$ cat src/design/sspr_pkg.sv
// ----------------------------------------------------------------------------
// Servo status packet receiver package
// Shared constants and the frame phase type of the status frame receiver.
// ----------------------------------------------------------------------------
`default_nettype none

package sspr_pkg;

  localparam int NUM_SERVOS = 16;
  localparam int SERVO_IDX_W = (NUM_SERVOS > 1) ? $clog2(NUM_SERVOS) : 1;

  localparam logic [7:0] HEADER_BYTE = 8'hFF;

  localparam int OUT_TDATA_W = 32;

  typedef enum logic [2:0] {
    PH_HUNT   = 3'd0,
    PH_HDR2   = 3'd1,
    PH_ID     = 3'd2,
    PH_LEN    = 3'd3,
    PH_ERR    = 3'd4,
    PH_POS_LO = 3'd5,
    PH_POS_HI = 3'd6,
    PH_CSUM   = 3'd7
  } phase_t;

endpackage

`default_nettype wire

$ cat src/design/servo_status_packet_receiver_core.sv
// ----------------------------------------------------------------------------
// Servo status packet receiver core
// Hunts for the two-byte header, collects an eight-byte status frame, checks
// its checksum and keeps the last good position of each servo.
// ----------------------------------------------------------------------------
// One byte is taken per cycle unless the input side stalls. Each byte is
// registered on input, then a single stage updates the frame phase and
// checksum, and the checksum byte of a frame loads the result register. The
// frame result enters the output register when the checksum byte leaves the
// input register; the input side stalls only while a result waits in the
// output register and the downstream side is not ready.
`default_nettype none

module servo_status_packet_receiver_core (
  input  wire logic        clk,
  input  wire logic        rst_n,
  input  wire logic        in_tvalid,
  output logic             in_tready,
  input  wire logic [7:0]  in_tdata,   // [7:0] rx_byte
  output logic             out_tvalid,
  input  wire logic        out_tready,
  output logic [sspr_pkg::OUT_TDATA_W-1:0] out_tdata
  // out_tdata: [7:0] servo_id, [23:8] position, [24] checksum_ok, [25] stored,
  // [31:26] zero
);

  logic                     in_vld_r;
  logic [7:0]               in_byte_r;
  logic                     proc_go;
  logic                     frame_done;

  sspr_pkg::phase_t         phase_r, phase_nxt;
  logic [7:0]               frame_id_r, frame_id_nxt;
  logic [7:0]               sum_r, sum_nxt;
  logic [7:0]               pos_lo_r, pos_lo_nxt;
  logic [7:0]               pos_hi_r, pos_hi_nxt;

  logic [7:0]               expect_sum;
  logic                     csum_ok;
  logic                     id_fits;
  logic                     do_store;
  logic [15:0]              frame_pos;
  logic [sspr_pkg::SERVO_IDX_W-1:0] store_idx;

  logic [15:0]              pos_table_r [sspr_pkg::NUM_SERVOS];

  logic                     out_vld_r;
  logic [7:0]               out_id_r;
  logic [15:0]              out_pos_r;
  logic                     out_ok_r;
  logic                     out_stored_r;

  assign proc_go   = in_vld_r && (!out_vld_r || out_tready);
  assign in_tready = !in_vld_r || proc_go;

  always_ff @(posedge clk) begin
    if (!rst_n) begin
      in_vld_r <= 1'b0;
    end else if (in_tready) begin
      in_vld_r <= in_tvalid;
    end
    if (in_tready && in_tvalid) begin
      in_byte_r <= in_tdata;
    end
  end

  assign expect_sum = sspr_pkg::HEADER_BYTE - sum_r;
  assign csum_ok    = (expect_sum == in_byte_r);
  assign id_fits    = (frame_id_r < 8'(sspr_pkg::NUM_SERVOS));
  assign frame_pos  = {pos_hi_r, pos_lo_r};
  assign store_idx  = frame_id_r[sspr_pkg::SERVO_IDX_W-1:0];

  always_comb begin
    phase_nxt    = phase_r;
    frame_id_nxt = frame_id_r;
    sum_nxt      = sum_r;
    pos_lo_nxt   = pos_lo_r;
    pos_hi_nxt   = pos_hi_r;
    frame_done   = 1'b0;
    do_store     = 1'b0;
    if (proc_go) begin
      unique case (phase_r)
        sspr_pkg::PH_HUNT: begin
          if (in_byte_r == sspr_pkg::HEADER_BYTE) begin
            phase_nxt = sspr_pkg::PH_HDR2;
          end
        end
        sspr_pkg::PH_HDR2: begin
          phase_nxt = (in_byte_r == sspr_pkg::HEADER_BYTE) ? sspr_pkg::PH_ID
                                                           : sspr_pkg::PH_HUNT;
        end
        sspr_pkg::PH_ID: begin
          frame_id_nxt = in_byte_r;
          sum_nxt      = in_byte_r;
          phase_nxt    = sspr_pkg::PH_LEN;
        end
        sspr_pkg::PH_LEN: begin
          sum_nxt   = sum_r + in_byte_r;
          phase_nxt = sspr_pkg::PH_ERR;
        end
        sspr_pkg::PH_ERR: begin
          sum_nxt   = sum_r + in_byte_r;
          phase_nxt = sspr_pkg::PH_POS_LO;
        end
        sspr_pkg::PH_POS_LO: begin
          pos_lo_nxt = in_byte_r;
          sum_nxt    = sum_r + in_byte_r;
          phase_nxt  = sspr_pkg::PH_POS_HI;
        end
        sspr_pkg::PH_POS_HI: begin
          pos_hi_nxt = in_byte_r;
          sum_nxt    = sum_r + in_byte_r;
          phase_nxt  = sspr_pkg::PH_CSUM;
        end
        sspr_pkg::PH_CSUM: begin
          frame_done = 1'b1;
          do_store   = csum_ok && id_fits;
          phase_nxt  = sspr_pkg::PH_HUNT;
        end
        default: begin
          phase_nxt = sspr_pkg::PH_HUNT;
        end
      endcase
    end
  end

  always_ff @(posedge clk) begin
    if (!rst_n) begin
      phase_r    <= sspr_pkg::PH_HUNT;
      frame_id_r <= 8'd0;
      sum_r      <= 8'd0;
      pos_lo_r   <= 8'd0;
      pos_hi_r   <= 8'd0;
    end else begin
      phase_r    <= phase_nxt;
      frame_id_r <= frame_id_nxt;
      sum_r      <= sum_nxt;
      pos_lo_r   <= pos_lo_nxt;
      pos_hi_r   <= pos_hi_nxt;
    end
  end

  always_ff @(posedge clk) begin
    if (!rst_n) begin
      for (int i = 0; i < sspr_pkg::NUM_SERVOS; i++) begin
        pos_table_r[i] <= 16'd0;
      end
    end else if (do_store) begin
      pos_table_r[store_idx] <= frame_pos;
    end
  end

  always_ff @(posedge clk) begin
    if (!rst_n) begin
      out_vld_r <= 1'b0;
    end else if (frame_done) begin
      out_vld_r <= 1'b1;
    end else if (out_tready) begin
      out_vld_r <= 1'b0;
    end
    if (frame_done) begin
      out_id_r     <= frame_id_r;
      out_pos_r    <= frame_pos;
      out_ok_r     <= csum_ok;
      out_stored_r <= csum_ok && id_fits;
    end
  end

  assign out_tvalid = out_vld_r;
  assign out_tdata  = {6'd0, out_stored_r, out_ok_r, out_pos_r, out_id_r};

  // A stored frame must have passed its checksum.
  a_stored_needs_ok: assert property (@(posedge clk) disable iff (!rst_n)
    out_vld_r |-> (!out_stored_r || out_ok_r))
    else $error("stored set without checksum_ok");

  // A stored frame leaves its position in the table entry of its id.
  a_table_written: assert property (@(posedge clk) disable iff (!rst_n)
    do_store |=> pos_table_r[$past(store_idx)] == $past(frame_pos))
    else $error("position table entry not updated");

  // A new result only follows a processed checksum byte.
  a_result_source: assert property (@(posedge clk) disable iff (!rst_n)
    (out_vld_r && !$past(out_vld_r)) |-> $past(frame_done))
    else $error("result without a completed frame");

  // After the checksum byte the receiver hunts for the next header.
  a_back_to_hunt: assert property (@(posedge clk) disable iff (!rst_n)
    frame_done |=> phase_r == sspr_pkg::PH_HUNT)
    else $error("receiver did not return to header hunt");

  // The input register never drops a byte while the output stalls.
  a_hold_byte: assert property (@(posedge clk) disable iff (!rst_n)
    (in_vld_r && !proc_go) |=> (in_vld_r && in_byte_r == $past(in_byte_r)))
    else $error("buffered byte lost during stall");

endmodule

`default_nettype wire
$ cat config.mk
export PLATFORM = sky130hd
export DESIGN_NAME = servo_status_packet_receiver_core
export DESIGN_NICKNAME = d
export VERILOG_FILES = /design/src/design/sspr_pkg.sv /design/src/design/servo_status_packet_receiver_core.sv
export SDC_FILE = /design/constraint.sdc
export NUM_CORES = 1
export LEC_CHECK = 0
export BUFFER_PORTS_ARGS = -buffer_cell sky130_fd_sc_hd__buf_2
export CAP_MARGIN = 10
export CORE_UTILIZATION = 56
export CTS_CLUSTER_DIAMETER = 60
export DETAILED_ROUTE_END_ITERATION = 7
export GPL_TIMING_DRIVEN = 0
export PLACE_DENSITY = 0.87
export SYNTH_ARGS = -nofsm -noshare
export SYNTH_HDL_FRONTEND = slang
export SYNTH_SLANG_ARGS = --single-unit
$ cat constraint.sdc
create_clock -name clk -period 3.1 [get_ports clk]
set_clock_uncertainty 0.2 [all_clocks]
set_input_delay 0.62 -clock clk [delete_from_list [all_inputs] [get_ports clk]]
set_output_delay 0.62 -clock clk [all_outputs]
set_load 0.05 [all_outputs]
* Word-level counts from Yosys, hierarchy flattened *
Index checks and enable logic that the tools add are counted.

word-level totals
  register bits = 71
  bits of input ports = 12
  output and inout port bits = 34
  logic and storage cells = 49

operators by class
  $add $sub $neg = 2
  $lt $le $gt $ge = 1
  equal/unequal tests = 10
  multiplexer cells = 8
  reduce and logical (&&, ||, !) cells = 16

operators with widths
  operator               number
  $pmux W3 S8            1
  $pmux W8 S2            1
  $eq A3 B3 Y1 const B   4
  $reduce_and A2 Y1      5
  $add A8 B8 Y8          1
  $eq A8 B8 Y1           1
  $eq A8 B8 Y1 const B   1
  $lt A8 B5 Y1 const B   1
  $sub A8 B8 Y8 const A  1
  $eq A3 B2 Y1 const B   2
  $mux W1                4
  $reduce_bool A2 Y1     2
  $reduce_or A4 Y1       1
  $eq A3 B1 Y1 const B   1
  $logic_and A1 B1 Y1    3
  $logic_not A3 Y1       1
  $mux W3                1
  $logic_not A1 Y1       2
  $logic_or A1 B1 Y1     2
  $mux W2                1
  $ne A2 B2 Y1 const B   1

* Longest topological paths before layout *
  depth after elaboration = 5
  depth in mapped cells = 8

* Worst setup path after synthesis *
No wires, ideal clock.

  kind = input to register
  from = input port out_tready
  to = register out_id_r[0], enable pin
  setup time = 0.410 ns
  arrival = 2.043 ns
  data required time = 2.490 ns
  setup slack = 0.447 ns
  stages on the path = 3
  path buffers = 0
  path through = nand2b_1 -> nand3_2 -> nor2_1

on the way
  cells in the longest elaborated chain, start to end = 3

ends and longest elaborated chain
  item                    line                                      source
  start: declaration      servo_status_packet_receiver_core.sv:21   input wire logic out_tready,
  $logic_or A1 B1 Y1      servo_status_packet_receiver_core.sv:53   assign proc_go = in_vld_r && (!out_vld_r || out_tready);
  $logic_and A1 B1 Y1     servo_status_packet_receiver_core.sv:53
  $mux W1                 servo_status_packet_receiver_core.sv:81   if (proc_go) begin
  via frame_done          servo_status_packet_receiver_core.sv:30   logic frame_done;
  end signal: assignment  servo_status_packet_receiver_core.sv:162  out_id_r <= frame_id_r;
  end: declaration        servo_status_packet_receiver_core.sv:48   logic [7:0] out_id_r;

The timed path passes the listed nets, and every way through them passes these cells.
A chain may end at the register's enable or synchronous reset.

* Worst setup path in the final report *
  from = register in_byte_r[0]
  to = register sum_r[4]

on the way
  cells in the longest elaborated chain, start to end = 2

ends and longest elaborated chain
  item                      line                                      source
  start: declaration        servo_status_packet_receiver_core.sv:28   logic [7:0] in_byte_r;
  start signal: assignment  servo_status_packet_receiver_core.sv:63   in_byte_r <= in_tdata;
  $add A8 B8 Y8             -
  $pmux W8 S2               servo_status_packet_receiver_core.sv:82   unique case (phase_r)
  end signal: assignment    servo_status_packet_receiver_core.sv:137  sum_r <= sum_nxt;
  end: declaration          servo_status_packet_receiver_core.sv:34   logic [7:0] sum_r, sum_nxt;

Every way passes these cells.

==> results.py <==
metrics = {
    "power_and_ir_drop": {
        "vdd_ir_drop_max_v": 0.0003527,
        "seqPwrFrac_pct": 58.4,
        "p_int_mw": 1.337,
        "switching_share_pct": 22.59,
        "p_leak_nw": 1.484,
        "pwr-share-clk_pct": 37.4,
        "power.switching_mw": 0.3901,
        "powerDensity_nw_per_um2": 494.3,
        "combPwrFrac_pct": 4.2,
    },
    "critical_path": {
        "critical_path_class": "register to register",
        "endpoint_kind": "register",
        "worstPathRequired_ns": 3.13,
        "arrival_ns": 2.32,
        "worstSetupStartpointType": "register",
        "crit_fanout": 6,
    },
    "route": {
        "dr.first_iter.drc_count": 110,
        "routedWlPerCell_um": 14.17,
        "drtPass1Iterations": 5,
        "vias": 1969,
        "viasPerCell": 5.195,
        "routed_wl_um": 5371,
        "antenna_left": 0,
        "remaining_drc_errors": 0,
    },
    "cells_and_area": {
        "fill_cells": 423,
        "nNetsFinal": 326,
        "multi_input_area_um2": 1102,
        "area_growth_pct": 16.82,
        "final_util_pct": 67.96,
        "regArea_um2": 1762,
        "final-instance-count-excl-fill": 379,
        "layout-drive-gt1-share_pct": 23.95,
        "fin_area_um2": 3493,
        "diodes": 0,
    },
    "hold_path": {
        "hold_path_class": "register to register",
    },
    "sta": {
        "tightestPinTransition_ns": 0.6190,
        "setup_tns_ns": 0,
        "fin_ws_ns": 0.8095,
        "setup_viol": 0,
        "post-route-period-util_pct": 73.89,
        "hold_viol": 0,
        "slew-limit-headroom_pct": 58.35,
        "fmax_mhz": 436.6,
        "min_period_ns": 2.290,
        "drv_slew": 0,
        "rsz0062_at_grt": "no",
    },
    "die": {
        "die_y_um": 75.08,
        "core_area_um2": 5140,
        "die_w_um": 75.08,
        "start_util_pct": 58.18,
        "design.die.area_um2": 5636,
        "ios": 46,
        "rows": 26,
    },
    "clock_network": {
        "cts_tree": "done",
        "cts_buffer_depth": 2,
        "cts-root-buf": "clkbuf_8",
        "postCtsResizedCells": 0,
        "cts.sinks": 71,
        "clkLatencyLatePin_ns": 0.34,
        "clk_pin_slew_ns": 0.07,
        "ctsHoldBuffers": 0,
        "numCtsBuffers": 9,
        "post_cts_buffers": 0,
        "cts_max_level": 3,
    },
    "synthesis": {
        "ys_seq_area_share_pct": 58.91,
        "ys_async_sr_fraction_pct": 0,
        "ys_warn_count": 0,
        "netlist_area_um2": 2990,
        "yosys_most_used_dff": "dfxtp_1",
        "synth.distinct_cells": 46,
        "syn_avg_cell_area_um2": 11.96,
        "synth_edf_count": 34,
        "syn_inst": 250,
        "ys_seq_elements": 71,
    },
    "placed_design": {
        "dp_slack_ns": 0.8248,
        "post-place-cells": 365,
        "place.gp.congestion": 0.8888,
        "dp_hpwl_um": 3658,
        "place_area_um2": 3322,
        "portBuffers": 39,
    },
    "global_routing": {
        "grt_pass1_wl_um": 8549,
        "grt_pass1_vias": 1770,
        "grt_usage_pct": 21.47,
        "antenna_found_initial": 0,
        "grt_max_degree": 21,
        "grt_remaining_overflow": 0,
    },
    "status": {
        "status": "finished clean",
    },
    "run": {
        "max_cap_violations": 0,
    },
}
==> metal layers <==
layer / vias up / part of all wire (%) / GRT usage [%]
met1: 909 / 44 / 27.15
met4: 0 / 1.7 / 7.966
li1: 983 / - / -
met5: - / 0 / 0
met2: 69 / 49 / 34.03
met3: 8 / 5.8 / 7.631
==> logic make-up (layout without fill, tap and decap cells) <==
group / count (synthesis) / in the layout / synth area share (%)
simple gates: 78 / 78 / 13.52
flops: 71 / 71 / 58.91
xor+xnor: 8 / 8 / 2.845
buf+inv: 24 / 78 / 4.937
fa+ha+maj: 8 / 8 / 3.598
other cells: 1 / 6 / 0.1254
compound gates: 35 / 35 / 7.698
mux: 25 / 25 / 8.368
==> flip-flops by register name, indices dropped and copies added, names as in the netlist <==
signal,cells
sum_r,8
phase_r,3
out_ok_r,1
in_byte_r,8
frame_id_r,8
out_pos_r,16
in_vld_r,1
out_tvalid,1
pos_lo_r,8
out_id_r,8
out_stored_r,1
pos_hi_r,8
==> power by group through the flow <==
stage / Clock (mW) / Sequential [mW] / Combinational [mW]
global route: 0.688 / 1.01 / 0.0794
global placement: 0 / 1.03 / 0.0708
floorplan: 0 / 1.02 / 0.0567
CTS: 0.652 / 1.01 / 0.0725
finish: 0.646 / 1.01 / 0.0728
detailed placement: 0 / 1.03 / 0.0721
==> cells in the mapped netlist (all sizes together), types with 5 or more instances <==
| cell | count | area, um2 |
|---|---|---|
| a21oi | 9 | 45.04 |
| buf | 14 | 110.1 |
| dfxtp | 37 | 740.7 |
| edfxtp | 34 | 1021 |
| ha | 7 | 87.58 |
| inv | 6 | 22.52 |
| mux2i | 25 | 250.2 |
| nand2 | 19 | 73.82 |
| nor2 | 21 | 78.83 |
| nor2b | 16 | 100.1 |
| o21ai | 5 | 25.02 |
| xnor2 | 5 | 51.30 |
==> per-stage QoR <==
stage / hold slack [ns] / total power [mW]
after global placement: 0.2165 / 1.099
after detailed placement: 0.2188 / 1.100
final: 0.2353 / 1.727
after floorplan: 0.2076 / 1.074
after global routing: 0.2336 / 1.775
after CTS: 0.2326 / 1.732
==> layout make-up <==
class	count	area share, %
well taps	70	2.507
plain buffers	17	3.474
repair buffers	40	6.375
multi-input cells	160	31.55
inverters	7	0.7521
clock inverters	3	0.5731
flip-flops and latches	71	50.43
clock buffers	11	4.334
==> final timing paths <==
kind / startpoint / endpoint / slack [ns] / cells after the start
worst max-delay path: in_byte_r[0] / sum_r[4] / 0.81 / 8
worst min-delay path: pos_hi_r[5] / out_pos_r[13] / 0.24 / 0
worst max register to register: in_byte_r[0] / sum_r[4] / 0.81 / 8
worst min register to register: pos_hi_r[5] / out_pos_r[13] / 0.24 / 0
==> worst max-delay path: stages, from the launching register on <==
cell,delay [ns]
edfxtp_1,0.51
ha_1,0.23
inv_1,0.06
fa_1,0.40
nor2b_1,0.18
o21ai_0,0.12
and4_1,0.22
a211oi_1,0.17
a21oi_1,0.09
==> placed cells by master, fill, tap and decap left out, types with 2 or more instances in the layout <==
cell | synthesis | layout
conb_1 | 1 | 6
o211ai_1 | 2 | 2
a311oi_1 | 2 | 2
buf_4 | 11 | 11
nor4_1 | 2 | 2
nor2_1 | 21 | 20
and2_1 | 4 | 4
nand2_1 | 18 | 18
nor2b_1 | 16 | 16
o31ai_1 | 2 | 2
o21ai_0 | 2 | 2
mux2i_1 | 25 | 25
inv_1 | 6 | 6
dfxtp_1 | 37 | 37
nand3_1 | 3 | 3
ha_1 | 7 | 7
buf_6 | 2 | 2
nand2b_1 | 3 | 3
a211oi_1 | 2 | 2
clkbuf_1 | 3 | 3
edfxtp_1 | 34 | 34
o21ai_1 | 3 | 3
xor2_1 | 2 | 2
clkinvlp_4 | 0 | 2
o21a_1 | 4 | 4
clkbuf_8 | 0 | 11
a31oi_1 | 4 | 4
buf_2 | 1 | 40
xnor2_1 | 4 | 4
a21oi_1 | 9 | 9
nand4_1 | 3 | 3
(Power assumes the default switching activity.)
